===== config.mk =====
export PLATFORM = sky130hd
export DESIGN_NAME = min_clique_cover_search_core_flat
export DESIGN_NICKNAME = d
export VERILOG_FILES = /design/src/design/mccs_pkg.sv /design/src/design/mccs_in_if.sv /design/src/design/mccs_out_if.sv /design/src/design/mccs_ctrl.sv /design/src/design/mccs_datapath.sv /design/src/design/min_clique_cover_search_core.sv /design/src/flat_wrapper.sv
export VERILOG_INCLUDE_DIRS = /design/src /design/src/design
export SDC_FILE = /design/constraint.sdc
export NUM_CORES = 1
export LEC_CHECK = 0
export BUFFER_PORTS_ARGS = -buffer_cell sky130_fd_sc_hd__buf_2
export CORE_UTILIZATION = 63
export DETAILED_ROUTE_END_ITERATION = 6
export GPL_TIMING_DRIVEN = 1
export HOLD_SLACK_MARGIN = 0.05
export PLACE_DENSITY = 0.78
export RECOVER_POWER = 100
export SLEW_MARGIN = 30
export SYNTH_ARGS = -nofsm -noshare
export SYNTH_HDL_FRONTEND = slang
export SYNTH_SLANG_ARGS = --single-unit

===== constraint.sdc =====
create_clock -name i_clk -period 6.05 [get_ports i_clk]
set_input_delay 1.5125 -clock i_clk [delete_from_list [all_inputs] [get_ports i_clk]]
set_output_delay 1.5125 -clock i_clk [all_outputs]
set_load 0.01 [all_outputs]

===== src/design/min_clique_cover_search_core_macros.svh =====
// Assertion macros for the minimum clique cover search block.
// Included by the top level; no other dependencies.
`ifndef MIN_CLIQUE_COVER_SEARCH_CORE_MACROS_SVH
`define MIN_CLIQUE_COVER_SEARCH_CORE_MACROS_SVH

// same-cycle implication, disabled in reset
`define MCCS_ASSERT_NOW(lbl, clk, rstn, ante, cons) \
    lbl: assert property (@(posedge clk) disable iff (!(rstn)) (ante) |-> (cons)) \
        else $error("mccs assertion failed");

// next-cycle implication, disabled in reset
`define MCCS_ASSERT_NEXT(lbl, clk, rstn, ante, cons) \
    lbl: assert property (@(posedge clk) disable iff (!(rstn)) (ante) |=> (cons)) \
        else $error("mccs assertion failed");

`endif


===== src/design/mccs_pkg.sv =====
// Package for the minimum clique cover search block: field widths,
// operation codes, controller states and control/status structs.
`default_nettype none

package mccs_pkg;

    localparam int OP_W  = 2;
    localparam int VTX_W = 4;
    localparam int CNT_W = 5;

    localparam logic [OP_W-1:0] OP_ADD_EDGE = 2'd0;
    localparam logic [OP_W-1:0] OP_CLEAR    = 2'd1;
    localparam logic [OP_W-1:0] OP_SEARCH   = 2'd2;
    localparam logic [OP_W-1:0] OP_UNUSED   = 2'd3;

    typedef enum logic [1:0] {
        S_IDLE,
        S_SEARCH,
        S_DONE
    } t_state;

    typedef struct packed {
        logic edge_wr;
        logic clear;
        logic start;
        logic step;
        logic load_out;
    } t_cmd;

    typedef struct packed {
        logic finished;
    } t_sts;

endpackage

`default_nettype wire


===== src/design/mccs_in_if.sv =====
// Input channel interface: valid/ready plus one command word.
// Depends on mccs_pkg for field widths.
`default_nettype none

interface mccs_in_if;
    logic                        valid;
    logic                        ready;
    logic [mccs_pkg::OP_W-1:0]   operation;
    logic [mccs_pkg::VTX_W-1:0]  vertex_a;
    logic [mccs_pkg::VTX_W-1:0]  vertex_b;

    modport source (output valid, output operation, output vertex_a, output vertex_b,
                    input ready);
    modport sink   (input valid, input operation, input vertex_a, input vertex_b,
                    output ready);
endinterface

`default_nettype wire


===== src/design/mccs_out_if.sv =====
// Output channel interface: valid/ready plus the result word.
// Depends on mccs_pkg for field widths.
`default_nettype none

interface mccs_out_if;
    logic                        valid;
    logic                        ready;
    logic [mccs_pkg::CNT_W-1:0]  min_groups;

    modport source (output valid, output min_groups, input ready);
    modport sink   (input valid, input min_groups, output ready);
endinterface

`default_nettype wire


===== src/design/mccs_ctrl.sv =====
// Controller state machine: input handshake, search sequencing, output valid.
// Depends on mccs_pkg.
`default_nettype none

module mccs_ctrl (
    input  wire logic                       i_clk,
    input  wire logic                       i_rst_n,
    input  wire logic                       i_in_valid,
    input  wire logic [mccs_pkg::OP_W-1:0]  i_operation,
    output logic                            o_in_ready,
    input  wire logic                       i_out_ready,
    output logic                            o_out_valid,
    input  wire mccs_pkg::t_sts             i_sts,
    output mccs_pkg::t_cmd                  o_cmd
);

    mccs_pkg::t_state r_state, n_state;
    logic             r_out_valid, n_out_valid;
    logic             w_out_free;

    assign w_out_free = !r_out_valid || i_out_ready;

    always_comb begin
        n_state = r_state;
        unique case (r_state)
            mccs_pkg::S_IDLE: begin
                if (i_in_valid && i_operation == mccs_pkg::OP_SEARCH) n_state = mccs_pkg::S_SEARCH;
            end
            mccs_pkg::S_SEARCH: begin
                if (i_sts.finished) n_state = mccs_pkg::S_DONE;
            end
            mccs_pkg::S_DONE: begin
                if (w_out_free) n_state = mccs_pkg::S_IDLE;
            end
            default: n_state = mccs_pkg::S_IDLE;
        endcase
    end

    always_comb begin
        o_cmd      = '0;
        o_in_ready = 1'b0;
        unique case (r_state)
            mccs_pkg::S_IDLE: begin
                o_in_ready    = 1'b1;
                o_cmd.edge_wr = i_in_valid && i_operation == mccs_pkg::OP_ADD_EDGE;
                o_cmd.clear   = i_in_valid && i_operation == mccs_pkg::OP_CLEAR;
                o_cmd.start   = i_in_valid && i_operation == mccs_pkg::OP_SEARCH;
            end
            mccs_pkg::S_SEARCH: begin
                o_cmd.step = 1'b1;
            end
            mccs_pkg::S_DONE: begin
                o_cmd.load_out = w_out_free;
            end
            default: begin
                o_cmd = '0;
            end
        endcase
    end

    always_comb begin
        n_out_valid = r_out_valid;
        if (o_cmd.load_out) n_out_valid = 1'b1;
        else if (i_out_ready) n_out_valid = 1'b0;
    end

    always_ff @(posedge i_clk) begin
        if (!i_rst_n) begin
            r_state     <= mccs_pkg::S_IDLE;
            r_out_valid <= 1'b0;
        end else begin
            r_state     <= n_state;
            r_out_valid <= n_out_valid;
        end
    end

    assign o_out_valid = r_out_valid;

endmodule

`default_nettype wire


===== src/design/mccs_datapath.sv =====
// Datapath: adjacency matrix, vertex count register, depth-first partition
// search with per-depth choice stack, group masks and result register.
// Depends on mccs_pkg.
`default_nettype none

module mccs_datapath #(
    parameter int MAX_VERTICES = 16
) (
    input  wire logic                        i_clk,
    input  wire logic                        i_rst_n,
    input  wire mccs_pkg::t_cmd              i_cmd,
    output mccs_pkg::t_sts                   o_sts,
    input  wire logic                        i_cfg_we,
    input  wire logic [mccs_pkg::CNT_W-1:0]  i_cfg_wdata,
    input  wire logic [mccs_pkg::VTX_W-1:0]  i_vertex_a,
    input  wire logic [mccs_pkg::VTX_W-1:0]  i_vertex_b,
    output logic [mccs_pkg::CNT_W-1:0]       o_min_groups
);

    localparam int DW = $clog2(MAX_VERTICES + 1);
    localparam int GW = $clog2(MAX_VERTICES);

    logic [mccs_pkg::CNT_W-1:0] r_num_vertices;
    logic [MAX_VERTICES-1:0]    r_adj     [MAX_VERTICES];
    logic [MAX_VERTICES-1:0]    r_members [MAX_VERTICES];
    logic [GW-1:0]              r_choice  [MAX_VERTICES];
    logic [MAX_VERTICES-1:0]    r_opened;
    logic [DW-1:0]              r_depth, r_trial, r_open, r_best, r_n;
    logic [mccs_pkg::CNT_W-1:0] r_result;

    logic [GW-1:0] w_d_ix, w_g_ix, w_dm1_ix, w_c;
    logic [DW-1:0] w_dm1, w_n_sat;
    logic          w_fit, w_prune, w_leaf;
    logic          w_place, w_new, w_skip, w_back;
    logic          w_edge_ok;

    assign w_d_ix   = r_depth[GW-1:0];
    assign w_g_ix   = r_trial[GW-1:0];
    assign w_dm1    = r_depth - 1'b1;
    assign w_dm1_ix = w_dm1[GW-1:0];
    assign w_c      = r_choice[w_dm1_ix];
    assign w_n_sat  = (32'(r_num_vertices) > MAX_VERTICES) ? DW'(MAX_VERTICES)
                                                           : DW'(r_num_vertices);
    assign w_edge_ok = (32'(i_vertex_a) < MAX_VERTICES) && (32'(i_vertex_b) < MAX_VERTICES);

    // vertex joins group g only if every current member is adjacent to it
    assign w_fit   = (r_members[w_g_ix] & ~r_adj[w_d_ix]) == '0;
    assign w_prune = r_open >= r_best;
    assign w_leaf  = r_depth == r_n;

    // opening a new group is the last choice at a depth, tried once
    always_comb begin
        w_place = 1'b0;
        w_new   = 1'b0;
        w_skip  = 1'b0;
        w_back  = 1'b0;
        if (w_prune || w_leaf) begin
            w_back = 1'b1;
        end else if (r_trial < r_open) begin
            if (w_fit) w_place = 1'b1;
            else w_skip = 1'b1;
        end else if (r_trial == r_open && r_open + 1'b1 < r_best) begin
            w_place = 1'b1;
            w_new   = 1'b1;
        end else begin
            w_back = 1'b1;
        end
    end

    assign o_sts.finished = i_cmd.step && w_back && r_depth == '0;

    always_ff @(posedge i_clk) begin
        if (!i_rst_n) begin
            r_num_vertices <= '0;
            for (int i = 0; i < MAX_VERTICES; i++) begin
                r_adj[i]     <= '0;
                r_members[i] <= '0;
            end
            r_depth <= '0;
            r_trial <= '0;
            r_open  <= '0;
            r_best  <= '0;
            r_n     <= '0;
        end else begin
            if (i_cfg_we) r_num_vertices <= i_cfg_wdata;
            if (i_cmd.clear) begin
                for (int i = 0; i < MAX_VERTICES; i++) r_adj[i] <= '0;
            end else if (i_cmd.edge_wr && w_edge_ok) begin
                r_adj[GW'(i_vertex_a)][GW'(i_vertex_b)] <= 1'b1;
                r_adj[GW'(i_vertex_b)][GW'(i_vertex_a)] <= 1'b1;
            end
            if (i_cmd.start) begin
                r_depth <= '0;
                r_trial <= '0;
                r_open  <= '0;
                r_best  <= w_n_sat;
                r_n     <= w_n_sat;
            end else if (i_cmd.step) begin
                if (w_place) begin
                    r_choice[w_d_ix]          <= w_g_ix;
                    r_opened[w_d_ix]          <= w_new;
                    r_members[w_g_ix][w_d_ix] <= 1'b1;
                    if (w_new) r_open <= r_open + 1'b1;
                    r_depth <= r_depth + 1'b1;
                    r_trial <= '0;
                end else if (w_skip) begin
                    r_trial <= r_trial + 1'b1;
                end else if (r_depth != '0) begin
                    if (!w_prune && w_leaf) r_best <= r_open;
                    r_members[w_c][w_dm1_ix] <= 1'b0;
                    if (r_opened[w_dm1_ix]) r_open <= r_open - 1'b1;
                    r_depth <= w_dm1;
                    r_trial <= DW'(w_c) + 1'b1;
                end else if (!w_prune && w_leaf) begin
                    r_best <= r_open;
                end
            end
        end
    end

    always_ff @(posedge i_clk) begin
        if (i_cmd.load_out) r_result <= mccs_pkg::CNT_W'(r_best);
    end

    assign o_min_groups = r_result;

endmodule

`default_nettype wire


===== src/design/min_clique_cover_search_core.sv =====
// Minimum clique cover search block, top level.
// Input channel i_in (valid/ready): each word carries operation, vertex_a, vertex_b.
//   add edge and clear graph words are accepted one per cycle while the block is idle.
//   run search produces one word on o_out with min_groups.
// i_cfg_we/i_cfg_wdata write the vertex count (saturated to MAX_VERTICES); write
// only while the block is idle.
// A search walks set partitions depth first, one step per cycle on the shared
// group-mask and choice stack, bounded by pruning against the best count so far;
// the result is then loaded into the output register once that register is free.
// i_in.ready is low during a search.
// The result sits in an output register; a stalled receiver holds o_out.valid and
// the block keeps taking edge and clear words. A following search runs, then waits
// until the pending result is taken.
// Synchronous active-low reset clears the graph, the vertex count and both channels.
`default_nettype none
`include "min_clique_cover_search_core_macros.svh"

module min_clique_cover_search_core #(
    parameter int MAX_VERTICES = 16
) (
    input  wire logic                        i_clk,
    input  wire logic                        i_rst_n,
    input  wire logic                        i_cfg_we,
    input  wire logic [mccs_pkg::CNT_W-1:0]  i_cfg_wdata,
    mccs_in_if.sink                          i_in,
    mccs_out_if.source                       o_out
);

    mccs_pkg::t_cmd w_cmd;
    mccs_pkg::t_sts w_sts;

    mccs_ctrl u_ctrl (
        .i_clk       (i_clk),
        .i_rst_n     (i_rst_n),
        .i_in_valid  (i_in.valid),
        .i_operation (i_in.operation),
        .o_in_ready  (i_in.ready),
        .i_out_ready (o_out.ready),
        .o_out_valid (o_out.valid),
        .i_sts       (w_sts),
        .o_cmd       (w_cmd)
    );

    mccs_datapath #(.MAX_VERTICES(MAX_VERTICES)) u_dp (
        .i_clk        (i_clk),
        .i_rst_n      (i_rst_n),
        .i_cmd        (w_cmd),
        .o_sts        (w_sts),
        .i_cfg_we     (i_cfg_we),
        .i_cfg_wdata  (i_cfg_wdata),
        .i_vertex_a   (i_in.vertex_a),
        .i_vertex_b   (i_in.vertex_b),
        .o_min_groups (o_out.min_groups)
    );

    `MCCS_ASSERT_NOW(a_no_accept_in_search, i_clk, i_rst_n, w_cmd.step, !i_in.ready)
    `MCCS_ASSERT_NEXT(a_load_sets_valid, i_clk, i_rst_n, w_cmd.load_out, o_out.valid)
    `MCCS_ASSERT_NEXT(a_finish_stops, i_clk, i_rst_n, w_sts.finished, !w_cmd.step)

endmodule

`default_nettype wire


===== src/flat_wrapper.sv =====
// flat-port wrapper written by rule: the top's interface ports become plain ports
module min_clique_cover_search_core_flat 
#(
    parameter int MAX_VERTICES = 16
)
  (i_clk, i_rst_n, i_cfg_we, i_cfg_wdata, i_in_valid, i_in_operation, i_in_vertex_a, i_in_vertex_b, i_in_ready, o_out_valid, o_out_min_groups, o_out_ready);
  mccs_in_if i_in_i ();
  mccs_out_if o_out_i ();
  input  wire logic i_clk;
  input  wire logic i_rst_n;
  input  wire logic i_cfg_we;
  input  wire logic [mccs_pkg::CNT_W-1:0] i_cfg_wdata;
  input wire logic [$bits(i_in_i.valid)-1:0] i_in_valid;
  input wire logic [$bits(i_in_i.operation)-1:0] i_in_operation;
  input wire logic [$bits(i_in_i.vertex_a)-1:0] i_in_vertex_a;
  input wire logic [$bits(i_in_i.vertex_b)-1:0] i_in_vertex_b;
  output wire logic [$bits(i_in_i.ready)-1:0] i_in_ready;
  output wire logic [$bits(o_out_i.valid)-1:0] o_out_valid;
  output wire logic [$bits(o_out_i.min_groups)-1:0] o_out_min_groups;
  input wire logic [$bits(o_out_i.ready)-1:0] o_out_ready;
  assign i_in_i.valid = i_in_valid;
  assign i_in_i.operation = i_in_operation;
  assign i_in_i.vertex_a = i_in_vertex_a;
  assign i_in_i.vertex_b = i_in_vertex_b;
  assign i_in_ready = i_in_i.ready;
  assign o_out_valid = o_out_i.valid;
  assign o_out_min_groups = o_out_i.min_groups;
  assign o_out_i.ready = o_out_ready;
  min_clique_cover_search_core #(.MAX_VERTICES(MAX_VERTICES)) u_core (.i_clk(i_clk), .i_rst_n(i_rst_n), .i_cfg_we(i_cfg_we), .i_cfg_wdata(i_cfg_wdata), .i_in(i_in_i), .o_out(o_out_i));
endmodule

==> results of run 1 <==
-- routing by layer --
metal / vias up / GRT usage (%)
met5: - / 0
met2: 1285 / 52.8
met1: 10600 / 44.7
met3: 201 / 7.55
li1: 9288 / -
met4: 0 / 13.5
-- flip-flops by register name, summed over array words and instances (netlist names), named ones only --
signal	cells
u_core.u_dp.r_open	5
u_core.u_dp.r_depth	5
u_core.u_ctrl.r_state	2
u_core.u_dp.r_adj	256
u_core.u_dp.r_choice	64
u_core.u_dp.r_trial	5
u_core.u_dp.r_num_vertices	5
u_core.u_dp.o_min_groups	5
u_core.u_ctrl.o_out_valid	1
u_core.u_dp.r_members	256
u_core.u_dp.r_n	5
u_core.u_dp.r_best	5
u_core.u_dp.r_opened	16
-- placed cells by master (no fill, tap or decap), types with 48 or more instances in the layout --
cell	Yosys	layout
a21o_1	219	219
o21ai_0	226	227
inv_1	48	48
mux4_2	145	145
dfxtp_1	297	292
nand2_1	136	136
edfxtp_1	341	341
a22oi_1	55	55
nor2_1	298	297
nand3_1	48	48
o22ai_1	111	111
clkbuf_1	213	54
a21oi_1	62	61
clkbuf_16	0	69
-- stage by stage --
stage | hold slack [ns] | std cells
6_report | 0.439 | 3101
3_5_place_dp | 0.431 | 2981
3_3_place_gp | 0.427 | 2979
5_1_grt | 0.455 | 3101
2_1_floorplan | 0.417 | 2537
4_1_cts | 0.440 | 3100
-- logic make-up after synthesis --
group | count (synthesis) | synth area share, %
buffers and inverters | 306 | 4.28
muxes | 184 | 12.5
adders and majority gates | 23 | 0.984
AOI/OAI and AO/OA | 774 | 17.4
xor gates and xnor gates | 16 | 0.479
DFF | 638 | 55.4
and+or+nand+nor | 596 | 8.93
-- where the power goes --
part / leakage, nW / switching (mW) / internal (mW) / total (mW)
Clock: 1.04 / 1.71 / 2.33 / 4.04
Combinational: 5.71 / 0.163 / 0.0724 / 0.236
Sequential: 5.84 / 0.0217 / 4.60 / 4.62
-- worst max path at each step --
stage | endpoint | cells past startpoint | slack, ns | from
4_1_cts | u_core.u_dp.r_members[10][13]$_SDFFCE_PN0P_ | 12 | 0.99 | flop
2_1_floorplan | u_core.u_dp.r_members[0][15]$_SDFFCE_PN0P_ | 11 | 1.84 | u_core.u_dp.r_depth[0]$_SDFFE_PN0P_
3_5_place_dp | u_core.u_dp.r_members[10][13]$_SDFFCE_PN0P_ | 12 | 1.01 | flop
6_report | u_core.u_dp.r_members[13][12]$_SDFFCE_PN0P_ | 12 | 0.52 | u_core.u_dp.r_trial[1]$_SDFFE_PN0P_
5_1_grt | u_core.u_dp.r_members[4][12]$_SDFFCE_PN0P_ | 11 | 0.31 | flop
3_3_place_gp | u_core.u_dp.r_members[4][13]$_SDFFCE_PN0P_ | 12 | 1.11 | flop
-- layout make-up --
class | count | area (um^2) | share of cell area (%)
Clock buffer | 87 | 1840 | 5.83
Clock inverter | 32 | 292 | 0.921
Inverter | 49 | 189 | 0.597
Multi-Input combinational cell | 1593 | 11700 | 37.1
Sequential cell | 638 | 16200 | 51.2
Tap cell | 600 | 751 | 2.37
Timing Repair Buffer | 102 | 631 | 1.99
-- critical path, stage by stage (launching register included) --
cell	delay, ns
dfxtp_1	0.31
clkbuf_1	0.80
ha_1	0.39
nor2b_1	0.13
o21a_1	0.16
o21a_1	0.16
o21a_1	0.20
or2_2	0.40
a31oi_1	0.64
or4_1	0.22
clkbuf_1	0.84
o31a_1	0.70
o21ai_0	0.24
==> results.py, run 1 <==
metrics = {
    "run_status": {
        "outcome": "finished with violations",
        "violations": "DRC, capacitance limit, slew limit",
    },
    "placement": {
        "place.port_buffers": 26,
        "place.gp.congestion": 0.929,
        "post-place-ws_ns": 1.01,
        "place_area_um2": 29700,
        "dp_hpwl_um": 50100,
    },
    "route": {
        "vias": 21300,
        "top_layer": "met4",
        "wl_met2_um": 37000,
        "dr.pass1.iters": 7,
        "routedWlPerCell_um": 25.2,
        "routed_wl_um": 78100,
        "wl_met1_um": 29900,
        "wl_met3_um": 8080,
        "detail_route.iter0.violations": 3262,
        "post-route-drc-count": 17,
        "via_per_inst": 6.88,
        "drtAntennaViolNets": 0,
    },
    "synth": {
        "ys_seq_area_share_pct": 55.4,
        "synth-seq-cells": 638,
        "syn-instance-count": 2537,
        "yosysWarnings": 0,
        "yosys.area.top_type": "edfxtp_1",
        "synth_edf_count": 341,
        "synth_top_area_share_pct": 35.0,
        "syn_area_per_cell_um2": 11.5,
        "synth_commonest_cells": "edfxtp_1, nor2_1, dfxtp_1, o21ai_0, a21o_1",
        "yosysMostFrequentCell": "edfxtp_1",
        "synth_ff_type": "edfxtp_1",
        "synthTopCellsByArea": "edfxtp_1, dfxtp_1, mux4_2",
        "synth_area_um2": 29200,
        "async_flop_share_pct": 0,
        "yosysUniqueCellTypes": 63,
        "synth_fp_nets": 2580,
    },
    "power_and_ir_drop": {
        "total_power_mw": 8.90,
        "leakage_nw": 12.6,
        "ir_drop_uv": 261,
        "powerDensity_nw_per_um2": 281,
    },
    "critical_path": {
        "rrSetupSlack_ns": 0.52,
        "crit_type": "reg -> reg",
        "startpoint_type": "flop",
        "regToRegStartpoint": "u_core.u_dp.r_trial[1]$_SDFFE_PN0P_",
        "worstPathMaxFanout": 22,
        "cp_data_required_time_ns": 6.34,
        "r2r-end": "u_core.u_dp.r_members[13][12]$_SDFFCE_PN0P_",
        "crit_arrival_ns": 5.82,
        "reg2regPathDepth": 12,
        "crit_path_end_kind": "flop",
    },
    "clock_network": {
        "post_cts_buffers": 0,
        "post_cts_resized": 0,
        "cts_tree": "done",
        "path_clk_slew_ns": 0.06,
        "cts_buffer_depth": 3,
        "clk_latency_ns": 0.61,
        "hold_buffers": 0,
        "cts_root_buf": "clkbuf_16",
        "cts_inserted_buffers": 66,
        "cts-htree-levels": 3,
        "clock-sinks": 638,
    },
    "floorplan": {
        "die-area_um2": 47300,
        "ioPinCount": 27,
        "die_w_um": 217,
        "fp.dieH_um": 217,
        "core_region_area_um2": 45600,
        "initial_core_util_pct": 64.2,
        "num_rows": 78,
    },
    "sta": {
        "fmax_mhz": 181,
        "worst_pin_slew_ns": 1.54,
        "timing.final.crit_share_pct": 91.4,
        "grt_setup_unrepaired": "false",
        "max_slew_margin_pct": -2.40,
        "skew_ns": 0.0305,
        "hold_viol": 0,
        "finalSetupTns_ns": 0,
        "period_minus_slack_ns": 5.53,
        "finalSetupViolations": 0,
        "drv_slew": 33,
        "fin_ws_ns": 0.521,
    },
    "hold_path": {
        "hold_depth": 2,
        "hold_class": "reg -> reg",
        "min_to": "u_core.u_dp.r_adj[14][7]$_DFF_P_",
        "hold_start": "u_core.u_dp.r_adj[14][7]$_DFF_P_",
    },
    "final_layout": {
        "fillers": 3143,
        "area_growth_pct": 8.26,
        "finalNetCount": 2493,
        "layout-drive-gt1-share_pct": 13.1,
        "final_area_um2": 31700,
        "antenna_cells": 0,
        "final_core_util_pct": 69.5,
    },
    "run": {
        "drv_cap": 1,
    },
    "grt": {
        "grt_max_degree": 131,
        "antenna_found_initial": 1,
        "grt_overflow_total": 0,
        "grtUsageTotal_pct": 33.3,
        "grt_pass1_wl_um": 120000,
        "grt_pass1_vias": 20600,
    },
}
No activity file was read; power rests on OpenSTA's default activity.
==> inputs of run 2 (changes only) <==
- SYNTH_HIERARCHICAL: default -> 1
==> run 2 against run 1 <==
  * Synthesized cell count rose by 0.35%
  * The flow finishes with violations (capacitance limit, slew limit)
  * Largest cell class unchanged
  * First-iteration DRC count decreased by 12%
  * Count of clock-buffer cells in the layout shrank 3
  * Final area is 0.63% higher
  * Area after synthesis increased by 0.97%
==> results.py, run 2 <==
metrics = {
    "sta": {
        "grt_setup_unrepaired": "false",
        "fmax_mhz": 181,
        "finalSetupViolations": 0,
        "hold_viol": 0,
        "period_minus_slack_ns": 5.54,
        "skew_ns": 0.0147,
        "max_slew_margin_pct": -21.2,
        "finalSetupTns_ns": 0,
        "drv_slew": 34,
        "worst_pin_slew_ns": 1.81,
        "fin_hold_ws_ns": 0.446,
        "timing.final.crit_share_pct": 91.5,
    },
    "final_layout": {
        "mostFrequentLayoutCells": "edfxtp_1, dfxtp_1, nor2_1",
        "layout-drive-gt1-share_pct": 13.6,
        "final_area_um2": 31900,
        "finalNetCount": 2484,
        "fin_cells": 3091,
        "area_growth_pct": 7.90,
        "reg_top3": "u_core/u_dp/r_adj (256), u_core/u_dp/r_members (256), u_core/u_dp/r_choice (64)",
        "final_common_cell": "edfxtp_1",
    },
    "placement": {
        "dp_hpwl_um": 50400,
        "dp_cells": 2975,
        "place.gp.congestion": 0.918,
        "place_area_um2": 29900,
        "place.port_buffers": 26,
    },
    "clock_network": {
        "cts_tree": "done",
        "post_cts_buffers": 0,
        "cts-htree-levels": 2,
        "cts_inserted_buffers": 61,
        "clk_latency_ns": 0.62,
        "post_cts_resized": 0,
        "hold_buffers": 0,
        "clock-sinks": 638,
        "path_clk_slew_ns": 0.07,
        "cts_buffer_depth": 3,
        "cts_root_buf": "clkbuf_16",
    },
    "critical_path": {
        "cpPeakStageDelay_ns": 0.87,
        "critical-path-top-delay-family": "compound AO/OA/AOI/OAI gates",
        "worstPathMaxFanout": 22,
        "crit_arrival_ns": 5.86,
        "cp_data_required_time_ns": 6.37,
        "cp_cell_sequence": "ha_1 > nor2b_1 > o21ai_0 > nand2b_1 > a221o_1 > a211oi_1 > clkbuf_1 > nor4_1 > clkbuf_1 > o22ai_1 > clkbuf_1 > o21ai_0",
        "cp_common_cell": "clkbuf_1",
        "cp_slowest_cell": "o22ai_1",
        "path_buf_inv": 3,
        "crit_type": "reg -> reg",
        "startpoint_type": "flop",
        "regToRegStartpoint": "u_core/u_dp/r_trial[1]$_SDFFE_PN0P_",
        "crit_path_end_kind": "flop",
        "startpoint": "u_core/u_dp/r_trial[1]$_SDFFE_PN0P_",
    },
    "synth": {
        "ys_seq_area_share_pct": 54.8,
        "yosysUniqueCellTypes": 69,
        "syn_area_per_cell_um2": 11.6,
        "synth_top_area_share_pct": 34.7,
        "synth_commonest_cells": "edfxtp_1, dfxtp_1, nor2_1, a21o_1, o21ai_0",
        "synth_compound_area_share_pct": 16.9,
        "syn-instance-count": 2546,
        "synth-simple-area-share_pct": 10.5,
        "synth_ff_type": "edfxtp_1",
        "yosysWarnings": 6,
        "synth_fp_nets": 2590,
        "synth-seq-cells": 638,
        "synthTopCellsByArea": "edfxtp_1, dfxtp_1, mux4_2",
        "synth_area_um2": 29500,
        "synthMuxAreaShare_pct": 12.1,
        "yosysMostFrequentCell": "edfxtp_1",
        "synth_edf_count": 341,
        "async_flop_share_pct": 0,
        "yosys.area.top_type": "edfxtp_1",
        "synth_adder_area_share_pct": 1.02,
        "synth_top_family_by_area": "compound AO/OA/AOI/OAI gates",
        "synthXorXnorAreaFrac_pct": 0.445,
    },
    "run_status": {
        "outcome": "finished with violations",
        "violations": "capacitance limit, slew limit",
    },
    "floorplan": {
        "num_rows": 78,
        "die-area_um2": 47700,
        "ioPinCount": 27,
        "initial_core_util_pct": 64.5,
        "core_region_area_um2": 45800,
        "fp.dieH_um": 218,
        "die_w_um": 218,
    },
    "route": {
        "routedWlPerCell_um": 25.3,
        "vias": 21500,
        "drtAntennaViolNets": 0,
        "via_per_inst": 6.97,
        "post-route-drc-count": 0,
        "routed_wl_um": 78100,
        "detail_route.iter0.violations": 2875,
        "dr.pass1.iters": 6,
    },
    "grt": {
        "grt_max_degree": 257,
        "grt_pass1_wl_um": 121000,
        "grt_overflow_total": 0,
        "antenna_found_initial": 1,
        "grt_pass1_vias": 21200,
        "grtUsageTotal_pct": 33.1,
    },
    "run": {
        "drv_cap": 2,
    },
    "power_and_ir_drop": {
        "ir_drop_uv": 290,
        "total_power_mw": 8.75,
        "leakage_nw": 12.7,
        "powerDensity_nw_per_um2": 275,
    },
    "hold_path": {
        "hold_class": "reg -> reg",
        "hold_start": "u_core/u_dp/r_adj[4][14]$_DFF_P_",
    },
}
## run 2: cell types whose count changed after synthesis, moves of 14 or more
cell,before,now
nand4_1,22,8
o22ai_1,111,133
and2_1,14,60
nor3_1,8,76
clkbuf_1,213,183
nand2_1,136,95
nand2b_1,7,23
o21ai_0,226,192
nor2_1,298,259
a21o_1,219,246
## run 2: kinds of logic (layout without fill, tap and decap cells)
group	Yosys count	count (layout)
other cells	0	1
fa+ha+maj	24	24
simple gates	645	645
mux	170	170
flops	638	638
xor+xnor	15	15
compound gates	762	762
buf+inv	292	236
## run 2: layout make-up
type | instances | area [um^2]
Clock inverter | 29 | 298
Antenna cell | 1 | 2.50
Timing Repair Buffer | 85 | 588
Multi-Input combinational cell | 1616 | 12100
Clock buffer | 84 | 1740
Tap cell | 600 | 751
Inverter | 38 | 143
Fill cell | 3161 | 13900
Sequential cell | 638 | 16200
## run 2: power by group
part           switching [mW]  internal (mW)  total, mW
clock network            1.63           2.25       3.88
registers              0.0213           4.60       4.62
logic                   0.174         0.0727      0.247
total                    1.82           6.92       8.75
## run 2: layer usage
layer | up-vias | GRT usage (%) | wire length, um
met4 | 0 | 15.4 | 3540
met3 | 246 | 5.51 | 7480
met1 | 10700 | 42.5 | 29000
li1 | 9332 | - | -
met5 | - | 0 | 0
met2 | 1234 | 55.1 | 38100
## run 2: metrics by stage
step / util (%) / setup WS (ns)
global route: 69.6 / 0.384
CTS: 69.8 / 0.887
finish: 69.6 / 0.513
global placement: 65.3 / 0.964
detailed placement: 65.3 / 0.953
floorplan: - / 1.84
## run 2: final timing paths
check | to | slack, ns | cells after the start
worst max-delay path | u_core/u_dp/r_members[3][0]$_SDFFCE_PN0P_ | 0.51 | 12
worst min-delay path | u_core/u_dp/r_adj[4][14]$_DFF_P_ | 0.45 | 1
worst max register to register | u_core/u_dp/r_members[3][0]$_SDFFCE_PN0P_ | 0.51 | 12
worst min register to register | u_core/u_dp/r_adj[4][14]$_DFF_P_ | 0.45 | 1
